$ cat src/design/psg_pkg.sv
`timescale 1ns / 1ps

package psg_pkg;

  localparam int unsigned COUNT_BITS_DEF = 12;
  localparam int unsigned CFG_W          = 12;
  localparam int unsigned CFG_IDX_W      = 3;
  localparam int unsigned ROW_W          = 10;

  // Register indexes
  localparam logic [CFG_IDX_W-1:0] REG_NORMAL_LEN   = 3'd0;
  localparam logic [CFG_IDX_W-1:0] REG_HALF_LEN     = 3'd1;
  localparam logic [CFG_IDX_W-1:0] REG_NORMAL_SYNC  = 3'd2;
  localparam logic [CFG_IDX_W-1:0] REG_SHORT_SYNC   = 3'd3;
  localparam logic [CFG_IDX_W-1:0] REG_LONG_SYNC    = 3'd4;
  localparam logic [CFG_IDX_W-1:0] REG_TXT_OFFSET   = 3'd5;
  localparam logic [CFG_IDX_W-1:0] REG_TXT_ON       = 3'd6;

  // Register reset values
  localparam logic [CFG_W-1:0] RST_NORMAL_LEN  = 12'd1776;
  localparam logic [CFG_W-1:0] RST_HALF_LEN    = 12'd888;
  localparam logic [CFG_W-1:0] RST_NORMAL_SYNC = 12'd131;
  localparam logic [CFG_W-1:0] RST_SHORT_SYNC  = 12'd65;
  localparam logic [CFG_W-1:0] RST_LONG_SYNC   = 12'd757;
  localparam logic [CFG_W-1:0] RST_TXT_OFFSET  = 12'd280;
  localparam logic             RST_TXT_ON      = 1'b1;

  // Row numbers of the frame
  localparam logic [ROW_W-1:0] ROW_LAST       = 10'd639;
  localparam logic [ROW_W-1:0] ROW_VS1_FIRST  = 10'd305;
  localparam logic [ROW_W-1:0] ROW_VS1_LONG   = 10'd310;
  localparam logic [ROW_W-1:0] ROW_VS1_POST   = 10'd315;
  localparam logic [ROW_W-1:0] ROW_FIELD2     = 10'd319;
  localparam logic [ROW_W-1:0] ROW_VS2_FIRST  = 10'd624;
  localparam logic [ROW_W-1:0] ROW_VS2_SHORT  = 10'd625;
  localparam logic [ROW_W-1:0] ROW_VS2_LONG   = 10'd630;
  localparam logic [ROW_W-1:0] ROW_VS2_POST   = 10'd635;
  localparam logic [ROW_W-1:0] ROW_TXT1_FIRST = 10'd1;
  localparam logic [ROW_W-1:0] ROW_TXT1_LAST  = 10'd16;
  localparam logic [ROW_W-1:0] ROW_TXT2_FIRST = 10'd321;
  localparam logic [ROW_W-1:0] ROW_TXT2_LAST  = 10'd336;
  localparam logic [ROW_W-1:0] ROW_FIELD_END  = 10'd337;

  typedef struct packed {
    logic [CFG_W-1:0] normal_len;
    logic [CFG_W-1:0] half_len;
    logic [CFG_W-1:0] hsync_width;
    logic [CFG_W-1:0] eq_width;
    logic [CFG_W-1:0] broad_width;
    logic [CFG_W-1:0] txt_offset;
    logic             txt_on;
  } cfg_t;

  typedef struct packed {
    logic             sync_active;
    logic [ROW_W-1:0] row_number;
    logic             line_start;
    logic             half_line;
    logic             teletext_trigger;
    logic             field_end;
  } result_t;

  function automatic logic is_half_row(logic [ROW_W-1:0] r);
    is_half_row = ((r >= ROW_VS1_FIRST) && (r < ROW_FIELD2)) || (r >= ROW_VS2_FIRST);
  endfunction

  function automatic logic is_txt_row(logic [ROW_W-1:0] r);
    is_txt_row = ((r >= ROW_TXT1_FIRST) && (r <= ROW_TXT1_LAST)) ||
                 ((r >= ROW_TXT2_FIRST) && (r <= ROW_TXT2_LAST));
  endfunction

endpackage

$ cat src/design/psg_timing.sv
`timescale 1ns / 1ps

module psg_timing #(
  parameter int unsigned COUNT_BITS = psg_pkg::COUNT_BITS_DEF
) (
  input  logic              clk_i,
  input  logic              rst_ni,
  input  psg_pkg::cfg_t     cfg_i,
  input  logic              accept_i,
  input  logic              tick_i,
  output psg_pkg::result_t  result_o
);

  localparam int unsigned CMP_W = (COUNT_BITS > psg_pkg::CFG_W) ? COUNT_BITS : psg_pkg::CFG_W;

  logic [COUNT_BITS-1:0]       tick_q, tick_d;
  logic [psg_pkg::ROW_W-1:0]   row_q, row_d;
  logic [COUNT_BITS-1:0]       len_q, len_d;
  logic [COUNT_BITS-1:0]       width_q, width_d;
  logic [COUNT_BITS-1:0]       tick_next;
  logic                        adv;
  logic                        wrap;
  logic                        at_start;
  logic                        at_offset;

  assign adv       = accept_i & tick_i;
  assign tick_next = tick_q + COUNT_BITS'(1);
  // zero length lets the counter run its full range
  assign wrap      = (tick_next == len_q) || (tick_next == '0);
  assign at_start  = (tick_q == '0);
  assign at_offset = (CMP_W'(tick_q) == CMP_W'(cfg_i.txt_offset));

  always_comb begin
    result_o.sync_active      = (tick_q < width_q);
    result_o.row_number       = row_q;
    result_o.line_start       = tick_i & at_start;
    result_o.half_line        = psg_pkg::is_half_row(row_q);
    result_o.teletext_trigger = tick_i & cfg_i.txt_on & psg_pkg::is_txt_row(row_q) & at_offset;
    result_o.field_end        = tick_i & cfg_i.txt_on & (row_q == psg_pkg::ROW_FIELD_END) &
                                at_start;
  end

  always_comb begin
    tick_d  = tick_q;
    row_d   = row_q;
    len_d   = len_q;
    width_d = width_q;
    if (adv) begin
      tick_d = wrap ? '0 : tick_next;
      if (wrap) begin
        row_d = (row_q == psg_pkg::ROW_LAST) ? '0 : row_q + psg_pkg::ROW_W'(1);
        // the new row picks up its length and sync width
        if (row_d == psg_pkg::ROW_VS1_FIRST) begin
          len_d   = COUNT_BITS'(cfg_i.half_len);
          width_d = COUNT_BITS'(cfg_i.eq_width);
        end else if (row_d == psg_pkg::ROW_VS1_LONG || row_d == psg_pkg::ROW_VS2_LONG) begin
          width_d = COUNT_BITS'(cfg_i.broad_width);
        end else if (row_d == psg_pkg::ROW_VS1_POST || row_d == psg_pkg::ROW_VS2_SHORT ||
                     row_d == psg_pkg::ROW_VS2_POST) begin
          width_d = COUNT_BITS'(cfg_i.eq_width);
        end else if (row_d == psg_pkg::ROW_VS2_FIRST) begin
          len_d = COUNT_BITS'(cfg_i.half_len);
        end else if (row_d == '0 || row_d == psg_pkg::ROW_FIELD2) begin
          len_d   = COUNT_BITS'(cfg_i.normal_len);
          width_d = COUNT_BITS'(cfg_i.hsync_width);
        end
      end
    end
  end

  always_ff @(posedge clk_i or negedge rst_ni) begin
    if (!rst_ni) begin
      tick_q  <= '0;
      row_q   <= '0;
      len_q   <= COUNT_BITS'(psg_pkg::RST_NORMAL_LEN);
      width_q <= COUNT_BITS'(psg_pkg::RST_NORMAL_SYNC);
    end else begin
      tick_q  <= tick_d;
      row_q   <= row_d;
      len_q   <= len_d;
      width_q <= width_d;
    end
  end

endmodule

$ cat src/design/psg_out_buf.sv
`timescale 1ns / 1ps

// Two-entry result queue: the input side keeps moving while a result waits.
module psg_out_buf (
  input  logic              clk_i,
  input  logic              rst_ni,
  input  logic              push_i,
  input  psg_pkg::result_t  data_i,
  output logic              full_o,
  output logic              valid_o,
  input  logic              ready_i,
  output psg_pkg::result_t  data_o
);

  logic [1:0]        count_q, count_d;
  psg_pkg::result_t  head_q, tail_q;
  logic              pop;

  assign pop     = valid_o & ready_i;
  assign valid_o = (count_q != 2'd0);
  assign full_o  = (count_q == 2'd2);
  assign data_o  = head_q;

  always_comb begin
    count_d = count_q;
    if (push_i && !pop) begin
      count_d = count_q + 2'd1;
    end else if (pop && !push_i) begin
      count_d = count_q - 2'd1;
    end
  end

  always_ff @(posedge clk_i or negedge rst_ni) begin
    if (!rst_ni) begin
      count_q <= 2'd0;
    end else begin
      count_q <= count_d;
    end
  end

  always_ff @(posedge clk_i) begin
    if (push_i && pop) begin
      if (count_q == 2'd1) begin
        head_q <= data_i;
      end else begin
        head_q <= tail_q;
        tail_q <= data_i;
      end
    end else if (push_i) begin
      if (count_q == 2'd0) begin
        head_q <= data_i;
      end else begin
        tail_q <= data_i;
      end
    end else if (pop) begin
      head_q <= tail_q;
    end
  end

endmodule

$ cat src/design/pal_sync_pulse_generator.sv
`timescale 1ns / 1ps
// Each accepted input's result is registered into the result queue.
// Throughput: one tick per cycle unless the result queue is full.
// A two-entry result queue lets input transfers continue while one result waits.
// Reset: tick 0, row 0, normal line length and sync width, registers at their
// defaults, result queue empty.
module pal_sync_pulse_generator #(
  parameter int unsigned COUNT_BITS = psg_pkg::COUNT_BITS_DEF
) (
  input  logic                            clk_i,
  input  logic                            rst_ni,
  input  logic                            in_valid_i,
  output logic                            in_ready_o,
  input  logic                            tick_i,
  output logic                            out_valid_o,
  input  logic                            out_ready_i,
  output logic                            sync_active_o,
  output logic [psg_pkg::ROW_W-1:0]       row_number_o,
  output logic                            line_start_o,
  output logic                            half_line_o,
  output logic                            teletext_trigger_o,
  output logic                            field_end_o,
  input  logic                            cfg_valid_i,
  output logic                            cfg_ready_o,
  input  logic [psg_pkg::CFG_IDX_W-1:0]   cfg_index_i,
  input  logic [psg_pkg::CFG_W-1:0]       cfg_data_i
);

  psg_pkg::cfg_t     cfg_q;
  psg_pkg::result_t  result;
  psg_pkg::result_t  out_data;
  logic              accept;
  logic              buf_full;

  assign cfg_ready_o = 1'b1;
  assign in_ready_o  = ~buf_full;
  assign accept      = in_valid_i & ~buf_full;

  always_ff @(posedge clk_i or negedge rst_ni) begin
    if (!rst_ni) begin
      cfg_q.normal_len  <= psg_pkg::RST_NORMAL_LEN;
      cfg_q.half_len    <= psg_pkg::RST_HALF_LEN;
      cfg_q.hsync_width <= psg_pkg::RST_NORMAL_SYNC;
      cfg_q.eq_width    <= psg_pkg::RST_SHORT_SYNC;
      cfg_q.broad_width <= psg_pkg::RST_LONG_SYNC;
      cfg_q.txt_offset  <= psg_pkg::RST_TXT_OFFSET;
      cfg_q.txt_on      <= psg_pkg::RST_TXT_ON;
    end else if (cfg_valid_i) begin
      case (cfg_index_i)
        psg_pkg::REG_NORMAL_LEN:  cfg_q.normal_len  <= cfg_data_i;
        psg_pkg::REG_HALF_LEN:    cfg_q.half_len    <= cfg_data_i;
        psg_pkg::REG_NORMAL_SYNC: cfg_q.hsync_width <= cfg_data_i;
        psg_pkg::REG_SHORT_SYNC:  cfg_q.eq_width    <= cfg_data_i;
        psg_pkg::REG_LONG_SYNC:   cfg_q.broad_width <= cfg_data_i;
        psg_pkg::REG_TXT_OFFSET:  cfg_q.txt_offset  <= cfg_data_i;
        psg_pkg::REG_TXT_ON:      cfg_q.txt_on      <= cfg_data_i[0];
        default: ;
      endcase
    end
  end

  psg_timing #(
    .COUNT_BITS(COUNT_BITS)
  ) u_timing (
    .clk_i    (clk_i),
    .rst_ni   (rst_ni),
    .cfg_i    (cfg_q),
    .accept_i (accept),
    .tick_i   (tick_i),
    .result_o (result)
  );

  psg_out_buf u_out_buf (
    .clk_i   (clk_i),
    .rst_ni  (rst_ni),
    .push_i  (accept),
    .data_i  (result),
    .full_o  (buf_full),
    .valid_o (out_valid_o),
    .ready_i (out_ready_i),
    .data_o  (out_data)
  );

  assign sync_active_o      = out_data.sync_active;
  assign row_number_o       = out_data.row_number;
  assign line_start_o       = out_data.line_start;
  assign half_line_o        = out_data.half_line;
  assign teletext_trigger_o = out_data.teletext_trigger;
  assign field_end_o        = out_data.field_end;

endmodule

$ cat config.mk
export PLATFORM = sky130hd
export DESIGN_NAME = pal_sync_pulse_generator
export DESIGN_NICKNAME = d
export VERILOG_FILES = /design/src/design/psg_pkg.sv /design/src/design/psg_timing.sv /design/src/design/psg_out_buf.sv /design/src/design/pal_sync_pulse_generator.sv
export SDC_FILE = /design/constraint.sdc
export NUM_CORES = 1
export LEC_CHECK = 0
export BUFFER_PORTS_ARGS = -buffer_cell sky130_fd_sc_hd__buf_2
export CORE_MARGIN = 1.5
export CORE_UTILIZATION = 50
export DETAILED_ROUTE_END_ITERATION = 8
export PLACE_DENSITY = 0.74
export SYNTH_ARGS = -nofsm -noshare
export SYNTH_HDL_FRONTEND = slang
export SYNTH_SLANG_ARGS = --single-unit
$ cat constraint.sdc
create_clock -name clk_i -period 4.09 [get_ports clk_i]
set_input_delay 0.6135 -clock clk_i [delete_from_list [all_inputs] [get_ports clk_i]]
set_output_delay 0.6135 -clock clk_i [all_outputs]
set_load 0.02 [all_outputs]
; Yosys cells after proc, flatten, opt, wreduce, memory -nomap -nowiden
; Cells that the tools add are included.
[totals]
register_bits = 151
latchBits = 0
ram_bits = 0
romBits = 0
in_bits = 21
output_inout_bits = 18
wordCells = 133
mem_count = 0
[op_classes]
n_addsub = 4
mul = 0
n_div = 0
n_lt_le_gt_ge = 8
eq_ne = 26
shifts = 0
mux = 23
bitwise = 10
reduce_logical = 38
[ops]
columns = cell, n
row1 = $mux 15, 9
row2 = $mux 12, 11
row3 = $eq 10x10->1 const B, 5
row4 = $eq 10x9->1 const B, 5
row5 = $eq 12x12->1, 2
row6 = $logic_not 12->1, 2
row7 = $ge 10x9->1 const B, 2
row8 = $reduce_and 2->1, 9
row9 = $add 12x1->12 const B, 1
row10 = $lt 12x12->1, 1
row11 = $add 10x1->10 const B, 1
row12 = $ge 10x1->1 const B, 1
row13 = $ge 10x10->1 const B, 1
row14 = $le 10x5->1 const B, 1
row15 = $le 10x9->1 const B, 1
row16 = $logic_not 10->1, 1
row17 = $lt 10x9->1 const B, 1
row18 = $mux 10, 1
row19 = $and 1x1->1, 9
row20 = $eq 3x3->1 const B, 3
row21 = $logic_or 1x1->1, 7
row22 = $eq 3x2->1 const B, 2
row23 = $logic_and 1x1->1, 6
row24 = $ne 2x1->1 const B, 3
row25 = 19 further kinds, 24

; Depth between registers and ports, before layout
; Gate-level depths: netlist of run 1.
[depth]
word_depth = 9
ltp_mapped = 12
ltp_nobuf = 10

; Hierarchy
; Synthesis of run 1 repeated with hierarchy kept, for this count alone.
[unflattened]
hier_cells = 660
hier_area_um2 = 8221.6
[modules_own_cells]
columns = module, instances, cells_per_inst, area_each_um2, seq_area_each_um2
row1 = psg_timing, 1, 429, 3903.7, 1162.4
row2 = pal_sync_pulse_generator, 1, 163, 2980.4, 1861.8
row3 = psg_out_buf, 1, 68, 1337.5, 950.9

; Worst setup path after synthesis of run 1
; Ideal clock, no wire load.
[synth_path]
kind = register to register
startpoint = reg u_timing.tick_q[0]
endpoint = reg u_timing.len_q[11]
setup_ns = 0.125
t_arrival_ns = 2.744
required_time_ns = 3.965
setup_slack_ns = 1.221
stages_incl_launch_ff = 12
n_path_buf = 2
synth_period_minus_slack_ns = 2.869
path_cell_list = dfrtp_1 -> ha_1 -> buf_2 -> nand4_4 -> nor3_2 -> o21ai_1 -> a31o_1 -> nor4_4 -> o21ai_2 -> a211o_1 -> buf_6 -> mux2_4
[synth_via]
elab_chain_len = 4
elab_cells_between_ends = 5
cone_classes = add/sub: 1 / eq/ne: 1 / reduce/logical: 3
[synth_lines]
columns = element, line
row1 = start: declaration, psg_timing.sv:16  ; logic [COUNT_BITS-1:0] tick_q, tick_d;
row2 = start signal: assignment, psg_timing.sv:78  ; tick_q <= tick_d;
row3 = $add 12x1->12 (*), psg_timing.sv:27  ; assign tick_next = tick_q + COUNT_BITS'(1);
row4 = $eq 12x12->1 or $logic_not 12->1 (tied branches), psg_timing.sv:29  ; assign wrap = (tick_next == len_q) || (tick_next == '0);
row5 = $logic_or 1x1->1 (*), psg_timing.sv:29
row6 = $reduce_and 5->1 (no source line) (*), --
row7 = end signal: assignment, psg_timing.sv:75  ; len_q <= COUNT_BITS'(psg_pkg::RST_NORMAL_LEN);
row8 = end signal: assignment, psg_timing.sv:80  ; len_q <= len_d;
row9 = end: declaration, psg_timing.sv:18  ; logic [COUNT_BITS-1:0] len_q, len_d;
; Every way passes the cells marked *; elsewhere a longest branch is shown, timed or not.
; A chain may end at the register's enable or synchronous reset.

; Worst setup path in the final report of run 1
[layout_path]
startpoint = reg u_timing.row_q[0] (netlist bit)
endpoint = reg u_timing.width_q[0]
[layout_via]
elab_chain_len = 8
elab_cells_between_ends = 22
cone_classes = add/sub: 1 / eq/ne: 10 / mux: 4 / reduce/logical: 7
[layout_lines]
columns = element, line
row1 = start: declaration, psg_timing.sv:17  ; logic [psg_pkg::ROW_W-1:0] row_q, row_d;
row2 = start signal: assignment, psg_timing.sv:79  ; row_q <= row_d;
row3 = $add 10x1->10 or $eq 10x10->1 (tied branches), psg_timing.sv:51  ; row_d = (row_q == psg_pkg::ROW_LAST) ? '0 : row_q + psg_pkg::ROW_W'(1);
row4 = $mux 10 (*), psg_timing.sv:51
row5 = $eq 10x9->1 or $eq 10x10->1 (tied branches), psg_timing.sv:58  ; end else if (row_d == psg_pkg::ROW_VS1_POST || row_d == psg_pkg::ROW_VS2_SHORT ||
row6 = $logic_or 1x1->1 (2 in a row), psg_timing.sv:58
row7 = $mux 12, psg_timing.sv:58
row8 = $mux 12, psg_timing.sv:56  ; end else if (row_d == psg_pkg::ROW_VS1_LONG || row_d == psg_pkg::ROW_VS2_LONG) begin
row9 = $mux 12, psg_timing.sv:53  ; if (row_d == psg_pkg::ROW_VS1_FIRST) begin
row10 = end signal: assignment, psg_timing.sv:76  ; width_q <= COUNT_BITS'(psg_pkg::RST_NORMAL_SYNC);
row11 = end signal: assignment, psg_timing.sv:81  ; width_q <= width_d;
row12 = end: declaration, psg_timing.sv:19  ; logic [COUNT_BITS-1:0] width_q, width_d;
; Marked as above.

==> PnR_summary.wiki, run 1 <==
{| class="wikitable"
! Metric !! Value
|-
| TritonCTS buffer count || 17
|-
| Mean routed wirelength per cell || between 15 and 20 um
|-
| Number of global-route vias before repair || roughly 5500
|-
| Outcome || finished, final reports clean
|-
| Class of the most critical setup path || flop to flop
|-
| Synth Net Count || 730
|-
| Count of unresolved DRC violations after routing || 0
|-
| First-pass DRT Iterations || 5
|-
| Top-level port count || 39
|-
| Main combinational cell family by area after synthesis || multiplexers
|-
| Layout fillers || 1314
|-
| Aggregate global-route resource usage || 23.02%
|-
| Number of vias per cell after detailed routing || between 5 and 6
|-
| Number of slew-limit violations in the final report || 0
|-
| Share of flip-flops with an asynchronous set or reset || ~80%
|-
| Critical path capture point type || flop
|-
| Core area || about 16000 sq um
|-
| Achievable Freq || 280.4 MHz
|-
| Mean area per synthesized cell || around 12 sq um
|-
| Total wirelength of the detailed-routed design || 17960 um
|-
| CTS tree || done
|-
| Delay of the slowest critical-path stage || approximately 0.65 ns
|-
| CTS sink count || 151
|-
| Synth Instances || 684
|-
| Clock tree buffer depth || 2
|-
| Die footprint || 16820 sq um
|-
| Number of enable flip-flop cells after synthesis || 30
|-
| CTS Root Cell || sky130_fd_sc_hd__clkbuf_16
|-
| Logic gate share of total power || 21.0%
|-
| Antenna violations before repair || 0
|-
| Number of buffers inserted by hold repair at cts || 0
|-
| Via Count || 5412
|-
| Count of instances resized after the clock tree is built || 0
|-
| Global-route wire length before repair || a little under 30000 um
|-
| Setup repair after global routing missed its margin || no
|-
| Overall power after layout || about 4.5 mW
|-
| Simple-Gate Fraction of Synth Area || 11.02%
|-
| Total non-filler cell area in the finished layout || about 9000 sq um
|-
| Data required time of the worst path || roughly 4.4 ns
|-
| Critical path buffers and inverters || 1
|-
| Standard cell with the maximum stage delay on the critical path || sky130_fd_sc_hd__and4_1
|-
| Fraction of the mapped netlist area in adder cells || under 10%
|-
| Data arrival time of the worst path || about 3.9 ns
|-
| Critical Path, Cell by Cell || ha_1 > and3_1 > nand4_1 > or3_1 > o211ai_1 > and4_1 > nor2b_1 > buf_4 > a221o_1 > mux2_2
|-
| Post-CTS setup buffer count || 0
|-
| Share of synthesized area occupied by flip-flops and latches || 49.53%
|-
| Cell family with the largest share of critical-path delay || simple AND/OR/NAND/NOR gates
|-
| Leakage component of the power || around 3.8 nW
|-
| Uppermost signal routing layer after detailed routing || met4
|-
| Initial core utilization || about half
|-
| Final number of setup-violating endpoints || 0
|-
| Number of warning messages in the yosys log || 0
|-
| Layout Area Growth over Synthesis || 12.22%
|-
| Part of the total power dissipated in sequential elements || between 40% and 50%
|-
| Antenna cell count || 0
|-
| Count of endpoints failing hold in the final timing report || 0
|-
| Peak supply drop || 320.9 uV
|-
| Residual overflow from global routing || 0
|-
| DR iter-0 viols || 333
|-
| Compound-Gate Fraction of Synth Area || about 8.3%
|-
| Clock Skews || 0.005658 ns
|-
| Final cycle utilization of the critical path || around 87%
|-
| Synth cell types || 65
|-
| PwrDens || around 500 nW/um^2
|-
| Post-layout net count || 761
|-
| Commonest cells after routing, fill and taps aside || sky130_fd_sc_hd__mux2_2, sky130_fd_sc_hd__dfrtp_1, sky130_fd_sc_hd__inv_1
|-
| Total met3 wirelength after detailed routing || roughly 700 um
|-
| Synthesized-area fraction occupied by xor and xnor cells || between 4 and 5%
|-
| Site row count || 46
|-
| Worst min path class || input port to asynchronous set/reset pin
|-
| Time the final worst path needs with I/O delays and setup || between 3 and 4 ns
|-
| Clock transition at path regs || around 0.060 ns
|-
| Depth of the CTS H-tree || 4
|-
| Met1 layer wirelength in the final routing || around 8000 um
|-
| #FFs+latches synth || between 150 and 200
|-
| Internal || about 3.2 mW
|-
| Fraction of power spent switching nets || between 20% and 30%
|-
| Fraction of layout instances using a drive strength above 1 || around 34%
|-
| RD Place Congestion || ~0.91
|-
| Total cell area at the placement stage || between 8000 and 9000 sq um
|-
| Part of the power in the clock network || between 30% and 40%
|-
| Largest fanout of any net on the critical path || 13
|-
| Commonest register cell after synthesis || sky130_fd_sc_hd__dfrtp_1
|-
| Netlist area before placement || between 8000 and 9000 sq um
|-
| Most common cell after layout, fill and taps aside || sky130_fd_sc_hd__mux2_2
|-
| Worst setup SP type || flop
|-
| Maximum number of pins on one net before global-route repair || 122
|-
| Total length of routed met2 wires || 8764 um
|-
| Count of port buffers added during placement || 37
|-
| Count of antenna-violating nets left after detailed routing || 0
|-
| Insertion delay of the later-clocked pin in the worst-skew pair || ~0.43 ns
|-
| Max-Slew Margin vs Limit || roughly a fifth
|-
| Net switching power || about 1.4 mW
|-
| Total of max-cap violations || 0
|-
| Worst-Margin Slew || 1.188 ns
|-
| Width of the chip || between 100 and 150 um
|-
| Mux cell area share after synthesis || ~18%
|-
| Half-perimeter wire length after placement || 12610 um
|-
| Setup TNS || 0 ns
|-
| Die Ht || about 130 um
|}
-- per-layer routing --
metal | vias to the layer above | global-route usage [%]
met5 | - | 0
met4 | 0 | 6.601
met3 | 20 | 5.002
met2 | 135 | 38.13
met1 | 2711 | 30.62
li1 | 2546 | -
-- cell type report --
class | instances | area (sq um) | area share [%]
timing repair buffer | 51 | 305.3 | 3.390
sequential | 151 | 3975 | 44.14
clock buffer | 21 | 481.7 | 5.349
multi-input combinational | 454 | 3737 | 41.50
tap | 216 | 270.3 | 3.001
clock inverter | 11 | 86.33 | 0.9586
inverter | 40 | 150.1 | 1.667
-- synth_stat cells, drive strengths merged (2+ instances only) --
cell type  instances  area share (%)
mux2             114              16
dfrtp             84              26
inv               40             1.9
dfstp             37              12
nor2              31             1.5
edfxtp            30              11
nand2             28             1.3
o21ai             26             1.7
ha                25             3.9
xnor2             24             2.6
nor3              22             1.5
clkbuf            21            0.98
buf               18             1.2
xor2              18             2.0
nand3             16             1.0
a21oi             15            0.94
mux2i             14             1.7
a221oi            11             1.2
nand4             11             1.0
o31ai              9            0.84
a21o               7            0.65
nand2b             7            0.55
nor4               7            0.73
nor3b              6            0.56
and3               4            0.31
and4               4            0.44
nand4b             4            0.44
nor2b              4            0.31
or2                4            0.31
or3                4            0.31
a211oi             3            0.28
a31oi              3            0.23
nor4b              3            0.33
o211ai             3            0.28
o21a               3            0.28
a2111oi            2            0.22
and2               2            0.16
o22ai              2            0.16
o32ai              2            0.22
o41ai              2            0.22
-- path summary, 6_finish.rpt --
check,slack (ns),cells after the start,start,to
max in group asynchronous,3.33,2,rst_ni,cfg_q[64]
max,0.52,10,u_timing.row_q[0],u_timing.width_q[0]
max reg2reg,0.52,10,u_timing.row_q[0],u_timing.width_q[0]
min reg2reg,0.50,1,cfg_q[50],cfg_q[50]
min,0.27,2,rst_ni,u_timing.tick_q[5]
min in group clk_i,0.49,2,cfg_data_i[11],cfg_q[24]
-- logic make-up (layout without fill, tap and decap cells) --
group / after synthesis / count (layout)
flops: 151 / 151
fa+ha+maj: 25 / 25
xor+xnor: 43 / 43
mux: 128 / 128
simple gates: 159 / 159
compound gates: 98 / 98
other cells: 1 / 1
buf+inv: 79 / 123
-- power by group through the flow --
stage	Combinational, mW	Clock, mW	Sequential (mW)
floorplan	0.671	0	2.11
global placement	0.930	0	2.11
detailed placement	0.955	0	2.12
CTS	0.960	1.52	2.10
global route	1.05	1.58	2.14
finish	0.951	1.49	2.10
-- sequential cells by signal, summed over array words and instances, names as in the netlist --
| signal | flops |
|---|---|
| u_out_buf.data_o | 15 |
| u_out_buf.count_q | 2 |
| u_out_buf.tail_q | 15 |
| u_timing.row_q | 10 |
| u_timing.len_q | 12 |
| u_timing.tick_q | 12 |
| u_timing.width_q | 12 |
| cfg_q | 73 |
-- through the flow --
stage               setup slack, ns  cells  hold slack, ns  utilization [%]
global placement             0.7605    912          0.4840            53.51
CTS                          0.5680    944          0.3034            57.11
floorplan                     1.221    684          0.3179                -
finish                       0.5243    944          0.2744            57.11
detailed placement           0.5941    912          0.4903            53.51
global route                 0.2873    944          0.3358            57.11
Note: power is estimated with default switching activity, not from simulation.
==> run 2: changes to the inputs <==
- clock period: 4.09 -> 3.52 ns (I/O delays scaled with it)
==> PnR_summary.wiki, run 2 (synthesis results as in run 1) <==
{| class="wikitable"
! Metric !! Value
|-
| Top-level port count || 39 (unchanged)
|-
| DR iter-0 viols || 325 (was 333)
|-
| Total of max-cap violations || 0 (unchanged)
|-
| Fraction of power spent switching nets || 28.99% (was 29.84%)
|-
| Achievable Freq || 301.9 MHz (was 280.4 MHz)
|-
| Data arrival time of the worst path || 3.63 ns (was 3.92 ns)
|-
| Post-CTS setup buffer count || 0 (unchanged)
|-
| Clock tree buffer depth || 2 (unchanged)
|-
| Clock Skews || 0.009802 ns (was 0.005658 ns)
|-
| Commonest cells after routing, fill and taps aside || sky130_fd_sc_hd__mux2_2, sky130_fd_sc_hd__dfrtp_1, sky130_fd_sc_hd__inv_1 (unchanged)
|-
| Width of the chip || 129.7 um (unchanged)
|-
| Count of endpoints failing hold in the final timing report || 0 (unchanged)
|-
| CTS Root Cell || sky130_fd_sc_hd__clkbuf_16 (unchanged)
|-
| Number of slew-limit violations in the final report || 0 (unchanged)
|-
| Core area || 15770 sq um (unchanged)
|-
| Final cycle utilization of the critical path || 94.11% (was 87.18%)
|-
| Data required time of the worst path || 3.83 ns (was 4.44 ns)
|-
| Largest fanout of any net on the critical path || 12 (was 13)
|-
| Worst-Margin Slew || 0.8464 ns (was 1.188 ns)
|-
| Peak supply drop || 448.4 uV (was 320.9 uV)
|-
| Number of global-route vias before repair || 5843 (was 5450)
|-
| Max-Slew Margin vs Limit || 43.28% (was 20.39%)
|-
| Most flop-heavy register || cfg_q (unchanged)
|-
| Half-perimeter wire length after placement || 13160 um (was 12610 um)
|-
| Antenna violations before repair || 0 (unchanged)
|-
| Flip-flop count of the largest register, all copies and words added || 73 (unchanged)
|-
| Number of buffers inserted by hold repair at cts || 0 (unchanged)
|-
| Time the final worst path needs with I/O delays and setup || 3.313 ns (was 3.566 ns)
|-
| Footprint of the flip-flops and latches || 3975 sq um (unchanged)
|-
| Multi-input logic area || 3741 sq um (was 3737 sq um)
|-
| Worst setup SP type || flop (unchanged)
|-
| PwrDens || 595.6 nW/um^2 (was 503.6 nW/um^2)
|-
| Count of instances resized after the clock tree is built || 0 (unchanged)
|-
| Die footprint || 16820 sq um (unchanged)
|-
| Leakage component of the power || 3.972 nW (was 3.803 nW)
|-
| Most common cell after layout, fill and taps aside || sky130_fd_sc_hd__mux2_2 (unchanged)
|-
| Global-route wire length before repair || 30920 um (was 29280 um)
|-
| Post-layout net count || 786 (was 761)
|-
| Overall power after layout || 5.518 mW (was 4.536 mW)
|-
| Setup TNS || 0 ns (unchanged)
|-
| Clock transition at path regs || 0.06 ns (about the same)
|-
| Aggregate global-route resource usage || 24.44% (was 23.02%)
|-
| RD Place Congestion || 0.9378 (was 0.9078)
|-
| Antenna cell count || 0 (unchanged)
|-
| CTS tree || done (unchanged)
|-
| CTS sink count || 151 (unchanged)
|-
| Initial core utilization || 50.89% (unchanged)
|-
| Outcome || finished, final reports clean (unchanged)
|-
| Final number of setup-violating endpoints || 0 (unchanged)
|-
| Total wirelength of the detailed-routed design || 18680 um (was 17960 um)
|-
| Count of unresolved DRC violations after routing || 0 (unchanged)
|-
| Die Ht || 129.7 um (unchanged)
|-
| Part of the power in the clock network || 34.9% (was 32.8%)
|-
| Internal || 3.918 mW (was 3.182 mW)
|-
| Setup repair after global routing missed its margin || no (unchanged)
|-
| Total non-filler cell area in the finished layout || 9264 sq um (was 9006 sq um)
|-
| Residual overflow from global routing || 0 (unchanged)
|-
| Number of vias per cell after detailed routing || 5.762 (was 5.733)
|-
| Part of the total power dissipated in sequential elements || 43.7% (was 46.2%)
|-
| Count of antenna-violating nets left after detailed routing || 0 (unchanged)
|-
| Via Count || 5583 (was 5412)
|-
| Mean routed wirelength per cell || 19.27 um (was 19.03 um)
|-
| TritonCTS buffer count || 17 (unchanged)
|-
| Critical path capture point type || flop (unchanged)
|-
| Site row count || 46 (unchanged)
|-
| Depth of the CTS H-tree || 4 (unchanged)
|-
| Maximum number of pins on one net before global-route repair || 40 (was 122)
|-
| Layout Area Growth over Synthesis || 15.43% (was 12.22%)
|-
| Total cell area at the placement stage || 8626 sq um (was 8438 sq um)
|-
| First-pass DRT Iterations || 5 (unchanged)
|-
| Count of port buffers added during placement || 37 (unchanged)
|-
| Worst min path class || input port to asynchronous set/reset pin (unchanged)
|-
| Fraction of layout instances using a drive strength above 1 || 36.25% (was 33.65%)
|-
| Layout fillers || 1291 (was 1314)
|-
| Logic gate share of total power || 21.4% (was 21.0%)
|-
| Class of the most critical setup path || flop to flop (unchanged)
|-
| Net switching power || 1.599 mW (was 1.354 mW)
|-
| Insertion delay of the later-clocked pin in the worst-skew pair || 0.43 ns (about the same)
|}
run 2: cell count changes in the layout (fill, tap and decap cells not counted), moves of 2 or more:
cell,before,now
sky130_fd_sc_hd__buf_4,14,39
sky130_fd_sc_hd__bufinv_16,0,2
sky130_fd_sc_hd__clkbuf_8,2,4
sky130_fd_sc_hd__clkinvlp_4,2,0
run 2: area by class of cell:
class / count / area share (%)
Clock buffer: 22 / 5.457
Clock inverter: 10 / 1.391
Sequential cell: 151 / 42.91
Multi-Input combinational cell: 454 / 40.38
Timing Repair Buffer: 76 / 5.321
Tap cell: 216 / 2.917
Inverter: 40 / 1.621
run 2: worst paths after layout:
check                               startpoint                   to  slack [ns]  cells after the start
max                         u_timing.tick_q[1]    u_timing.len_q[8]        0.21                      9
min reg2reg                u_timing.width_q[1]  u_timing.width_q[1]        0.49                      2
min                                     rst_ni            cfg_q[11]        0.06                      1
max reg2reg                 u_timing.tick_q[1]    u_timing.len_q[8]        0.21                      9
max in group asynchronous               rst_ni            cfg_q[22]        2.61                      2
min in group clk_i               cfg_data_i[9]            cfg_q[70]        0.41                      2
run 2: critical path: stages (launching register included):
cell                      delay [ns]
sky130_fd_sc_hd__dfrtp_1        0.38
sky130_fd_sc_hd__ha_1           0.41
sky130_fd_sc_hd__nand4_4        0.24
sky130_fd_sc_hd__nor3_2         0.42
sky130_fd_sc_hd__o21ai_1        0.14
sky130_fd_sc_hd__a31o_1         0.28
sky130_fd_sc_hd__nor4_4         0.33
sky130_fd_sc_hd__o21ai_2        0.11
sky130_fd_sc_hd__a211o_2        0.50
sky130_fd_sc_hd__mux2_4         0.36
run 2: power by group through the flow:
stage	Combinational, mW	Sequential (mW)	Clock, mW
detailed placement	1.18	2.44	0
global placement	1.14	2.41	0
finish	1.18	2.41	1.92
floorplan	0.779	2.45	0
global route	1.31	2.45	2.02
CTS	1.19	2.41	1.95
run 2: through the flow:
step,util [%],std cells,hold slack [ns],setup slack [ns]
floorplan,-,684,0.2324,0.6513
global placement,54.70,937,0.4823,0.1779
detailed placement,54.70,937,0.4816,0.1684
CTS,58.72,969,0.08459,0.1107
global route,58.74,969,0.1095,0.1131
finish,58.74,969,0.06187,0.2074
run 2: per-layer routing:
layer  wire length, um  share of wire [%]  global-route usage (%)  vias to the layer above
met3              1152                6.2                   6.027                       36
met5                 0                  0                       0                        -
met2              9112                 49                   40.15                      181
met4               499                2.7                   9.935                        0
li1                  -                  -                       -                     2587
met1              7912                 42                   31.15                     2779
==> run 3: changes to the inputs <==
- CORE_UTILIZATION: 50 -> 62
- PLACE_DENSITY: 0.74 -> 0.87
==> PnR_summary.wiki, run 3 (synthesis results as in run 1) <==
{| class="wikitable"
! Metric !! Value
|-
| Count of instances resized after the clock tree is built || 0 (unchanged)
|-
| Initial core utilization || 63.59% (was 50.89%)
|-
| Count of unresolved DRC violations after routing || 0 (unchanged)
|-
| Cell family with the largest share of critical-path delay || simple AND/OR/NAND/NOR gates (was compound AO/OA/AOI/OAI gates)
|-
| CTS sink count || 151 (unchanged)
|-
| TritonCTS buffer count || 17 (unchanged)
|-
| Post-CTS setup buffer count || 0 (unchanged)
|-
| Top-level port count || 39 (unchanged)
|-
| Critical path buffers and inverters || 0 (unchanged)
|-
| Number of global-route vias before repair || 5671 (was 5843)
|-
| First-pass DRT Iterations || 5 (unchanged)
|-
| Depth of the CTS H-tree || 4 (unchanged)
|-
| Cell repeated most along the worst path || sky130_fd_sc_hd__nor3b_1
|-
| CTS Root Cell || sky130_fd_sc_hd__clkbuf_16 (unchanged)
|-
| Standard cell with the maximum stage delay on the critical path || sky130_fd_sc_hd__a211o_1 (was sky130_fd_sc_hd__a211o_2)
|-
| Clock transition at path regs || 0.06 ns (about the same)
|-
| Global-route wire length before repair || 29950 um (was 30920 um)
|-
| Fraction of layout instances using a drive strength above 1 || 34.81% (was 36.25%)
|-
| Data required time of the worst path || 3.84 ns (was 3.83 ns)
|-
| Class of the most critical setup path || flop to flop (unchanged)
|-
| Part of the power in the clock network || 32.1% (was 34.9%)
|-
| Internal || 3.722 mW (was 3.918 mW)
|-
| Outcome || finished, final reports clean (unchanged)
|-
| Post-Place Setup Slack || 0.3338 ns (was 0.1684 ns)
|-
| Setup repair after global routing missed its margin || no (unchanged)
|-
| Count of antenna-violating nets left after detailed routing || 0 (unchanged)
|-
| Flip-flop count of the largest register, all copies and words added || 73 (unchanged)
|-
| Critical path capture point type || flop (unchanged)
|-
| Clock Skews || 0.01121 ns (was 0.009802 ns)
|-
| Critical Path, Cell by Cell || ha_1 > nand3_1 > nor3b_1 > nor3_1 > nor3b_1 > nand2_1 > o21ai_0 > a211o_1 > mux2_2 (was ha_1 > nand4_4 > nor3_2 > o21ai_1 > a31o_1 > nor4_4 > o21ai_2 > a211o_2 > mux2_4)
|-
| Die Ht || 116.8 um (was 129.7 um)
|-
| Logic gate share of total power || 22.5% (was 21.4%)
|-
| PwrDens || 585.1 nW/um^2 (was 595.6 nW/um^2)
|-
| Data arrival time of the worst path || 3.55 ns (was 3.63 ns)
|-
| Delay of the slowest critical-path stage || 0.57 ns (was 0.50 ns)
|-
| Total of max-cap violations || 0 (unchanged)
|-
| Number of slew-limit violations in the final report || 0 (unchanged)
|-
| Achievable Freq || 309.4 MHz (was 301.9 MHz)
|-
| Worst setup SP type || flop (unchanged)
|-
| Number of vias per cell after detailed routing || 6.163 (was 5.762)
|-
| Insertion delay of the later-clocked pin in the worst-skew pair || 0.43 ns (about the same)
|-
| Fraction of power spent switching nets || 29.69% (was 28.99%)
|-
| Max-Slew Margin vs Limit || 27.30% (was 43.28%)
|-
| Time the final worst path needs with I/O delays and setup || 3.232 ns (was 3.313 ns)
|-
| Core area || 12620 sq um (was 15770 sq um)
|-
| Aggregate global-route resource usage || 29.13% (was 24.44%)
|-
| RD Place Congestion || 0.9846 (was 0.9378)
|-
| Post-layout net count || 777 (was 786)
|-
| Count of port buffers added during placement || 37 (unchanged)
|-
| Total wirelength of the detailed-routed design || 18190 um (was 18680 um)
|-
| Antenna cell count || 0 (unchanged)
|-
| Via Count || 5645 (was 5583)
|-
| Setup TNS || 0 ns (unchanged)
|-
| CTS tree || done (unchanged)
|-
| Maximum number of pins on one net before global-route repair || 68 (was 40)
|-
| Width of the chip || 116.8 um (was 129.7 um)
|-
| Part of the total power dissipated in sequential elements || 45.4% (was 43.7%)
|-
| Count of endpoints failing hold in the final timing report || 0 (unchanged)
|-
| Worst min path class || input port to asynchronous set/reset pin (unchanged)
|-
| Most flop-heavy register || cfg_q (unchanged)
|-
| Site row count || 41 (was 46)
|-
| Antenna violations before repair || 0 (unchanged)
|-
| Clock tree buffer depth || 2 (unchanged)
|-
| Commonest cells after routing, fill and taps aside || sky130_fd_sc_hd__mux2_2, sky130_fd_sc_hd__dfrtp_1, sky130_fd_sc_hd__inv_1 (unchanged)
|-
| Half-perimeter wire length after placement || 12790 um (was 13160 um)
|-
| Peak supply drop || 437.1 uV (was 448.4 uV)
|-
| Largest fanout of any net on the critical path || 12 (unchanged)
|-
| Worst-Margin Slew || 1.086 ns (was 0.8464 ns)
|-
| Final number of setup-violating endpoints || 0 (unchanged)
|-
| Layout Area Growth over Synthesis || 12.75% (was 15.43%)
|-
| Slack of the critical path || 0.2876 ns (was 0.2074 ns)
|-
| Residual overflow from global routing || 0 (unchanged)
|-
| Most common cell after layout, fill and taps aside || sky130_fd_sc_hd__mux2_2 (unchanged)
|-
| Final cycle utilization of the critical path || 91.83% (was 94.11%)
|-
| DR iter-0 viols || 356 (was 325)
|-
| Net switching power || 1.572 mW (was 1.599 mW)
|-
| Mean routed wirelength per cell || 19.86 um (was 19.27 um)
|-
| Die footprint || 13640 sq um (was 16820 sq um)
|-
| Leakage component of the power || 3.880 nW (was 3.972 nW)
|-
| Number of buffers inserted by hold repair at cts || 0 (unchanged)
|}
run 3: cell types whose count changed in the layout (fill, tap and decap cells not counted), moves of 2 or more:
cell	previous run	this run
sky130_fd_sc_hd__buf_4	39	30
sky130_fd_sc_hd__clkinv_2	1	5
sky130_fd_sc_hd__clkbuf_8	4	1
sky130_fd_sc_hd__inv_6	4	1
sky130_fd_sc_hd__clkbuf_1	0	2
run 3: cell type report:
cell class                 count  area [sq um]
clock inverter                12         103.9
timing repair buffer          67         425.4
clock buffer                  20         446.7
multi-input combinational    454          3732
tap                          172         215.2
inverter                      40         150.1
fill                         871          3571
sequential                   151          3975
run 3: per-stage QoR:
step | hold slack, ns | total power, mW | util (%) | std cells | instance area, sq um
floorplan | 0.2324 | 3.234 | - | 684 | 8025
global placement | 0.4852 | 3.530 | 67.34 | 884 | 8498
detailed placement | 0.4935 | 3.611 | 67.34 | 884 | 8498
CTS | 0.2191 | 5.309 | 71.70 | 916 | 9049
global route | 0.2462 | 5.548 | 71.70 | 916 | 9049
finish | 0.1748 | 5.294 | 71.70 | 916 | 9049
run 3: worst reg2reg max path, delay by kind of cell, from the launching register on:
kind	cells	cell delay (ns)
AO/OA/AOI/OAI	2	0.77
adder cells (fa/ha/maj)	1	0.35
flip-flops	1	0.51
multiplexers	1	0.41
AND/OR/NAND/NOR	5	1.09
run 3: worst paths after layout:
check	startpoint	end	slack, ns	cells after the start
max in group asynchronous	rst_ni	u_timing.width_q[7]	2.48	2
min in group clk_i	cfg_data_i[5]	cfg_q[30]	0.42	2
worst max-delay path	u_timing.row_q[1]	u_timing.len_q[0]	0.29	9
worst min-delay path	rst_ni	u_timing.tick_q[10]	0.17	1
worst min register to register	cfg_q[36]	cfg_q[36]	0.51	1
worst max register to register	u_timing.row_q[1]	u_timing.len_q[0]	0.29	9
run 3: metal layers:
layer	wire length (um)	vias up	GRT usage [%]
met5	0	-	0
met4	501	0	10.60
met3	1183	60	6.385
met2	8971	243	48.19
met1	7535	2780	38.13
li1	-	2562	-
run 3: power groups by stage:
stage	sequential [mW]	combinational, mW	clock (mW)
after floorplan	2.45	0.779	0
after global placement	2.40	1.13	0
after detailed placement	2.43	1.18	0
after CTS	2.41	1.19	1.71
after global routing	2.45	1.30	1.79
final	2.41	1.19	1.70
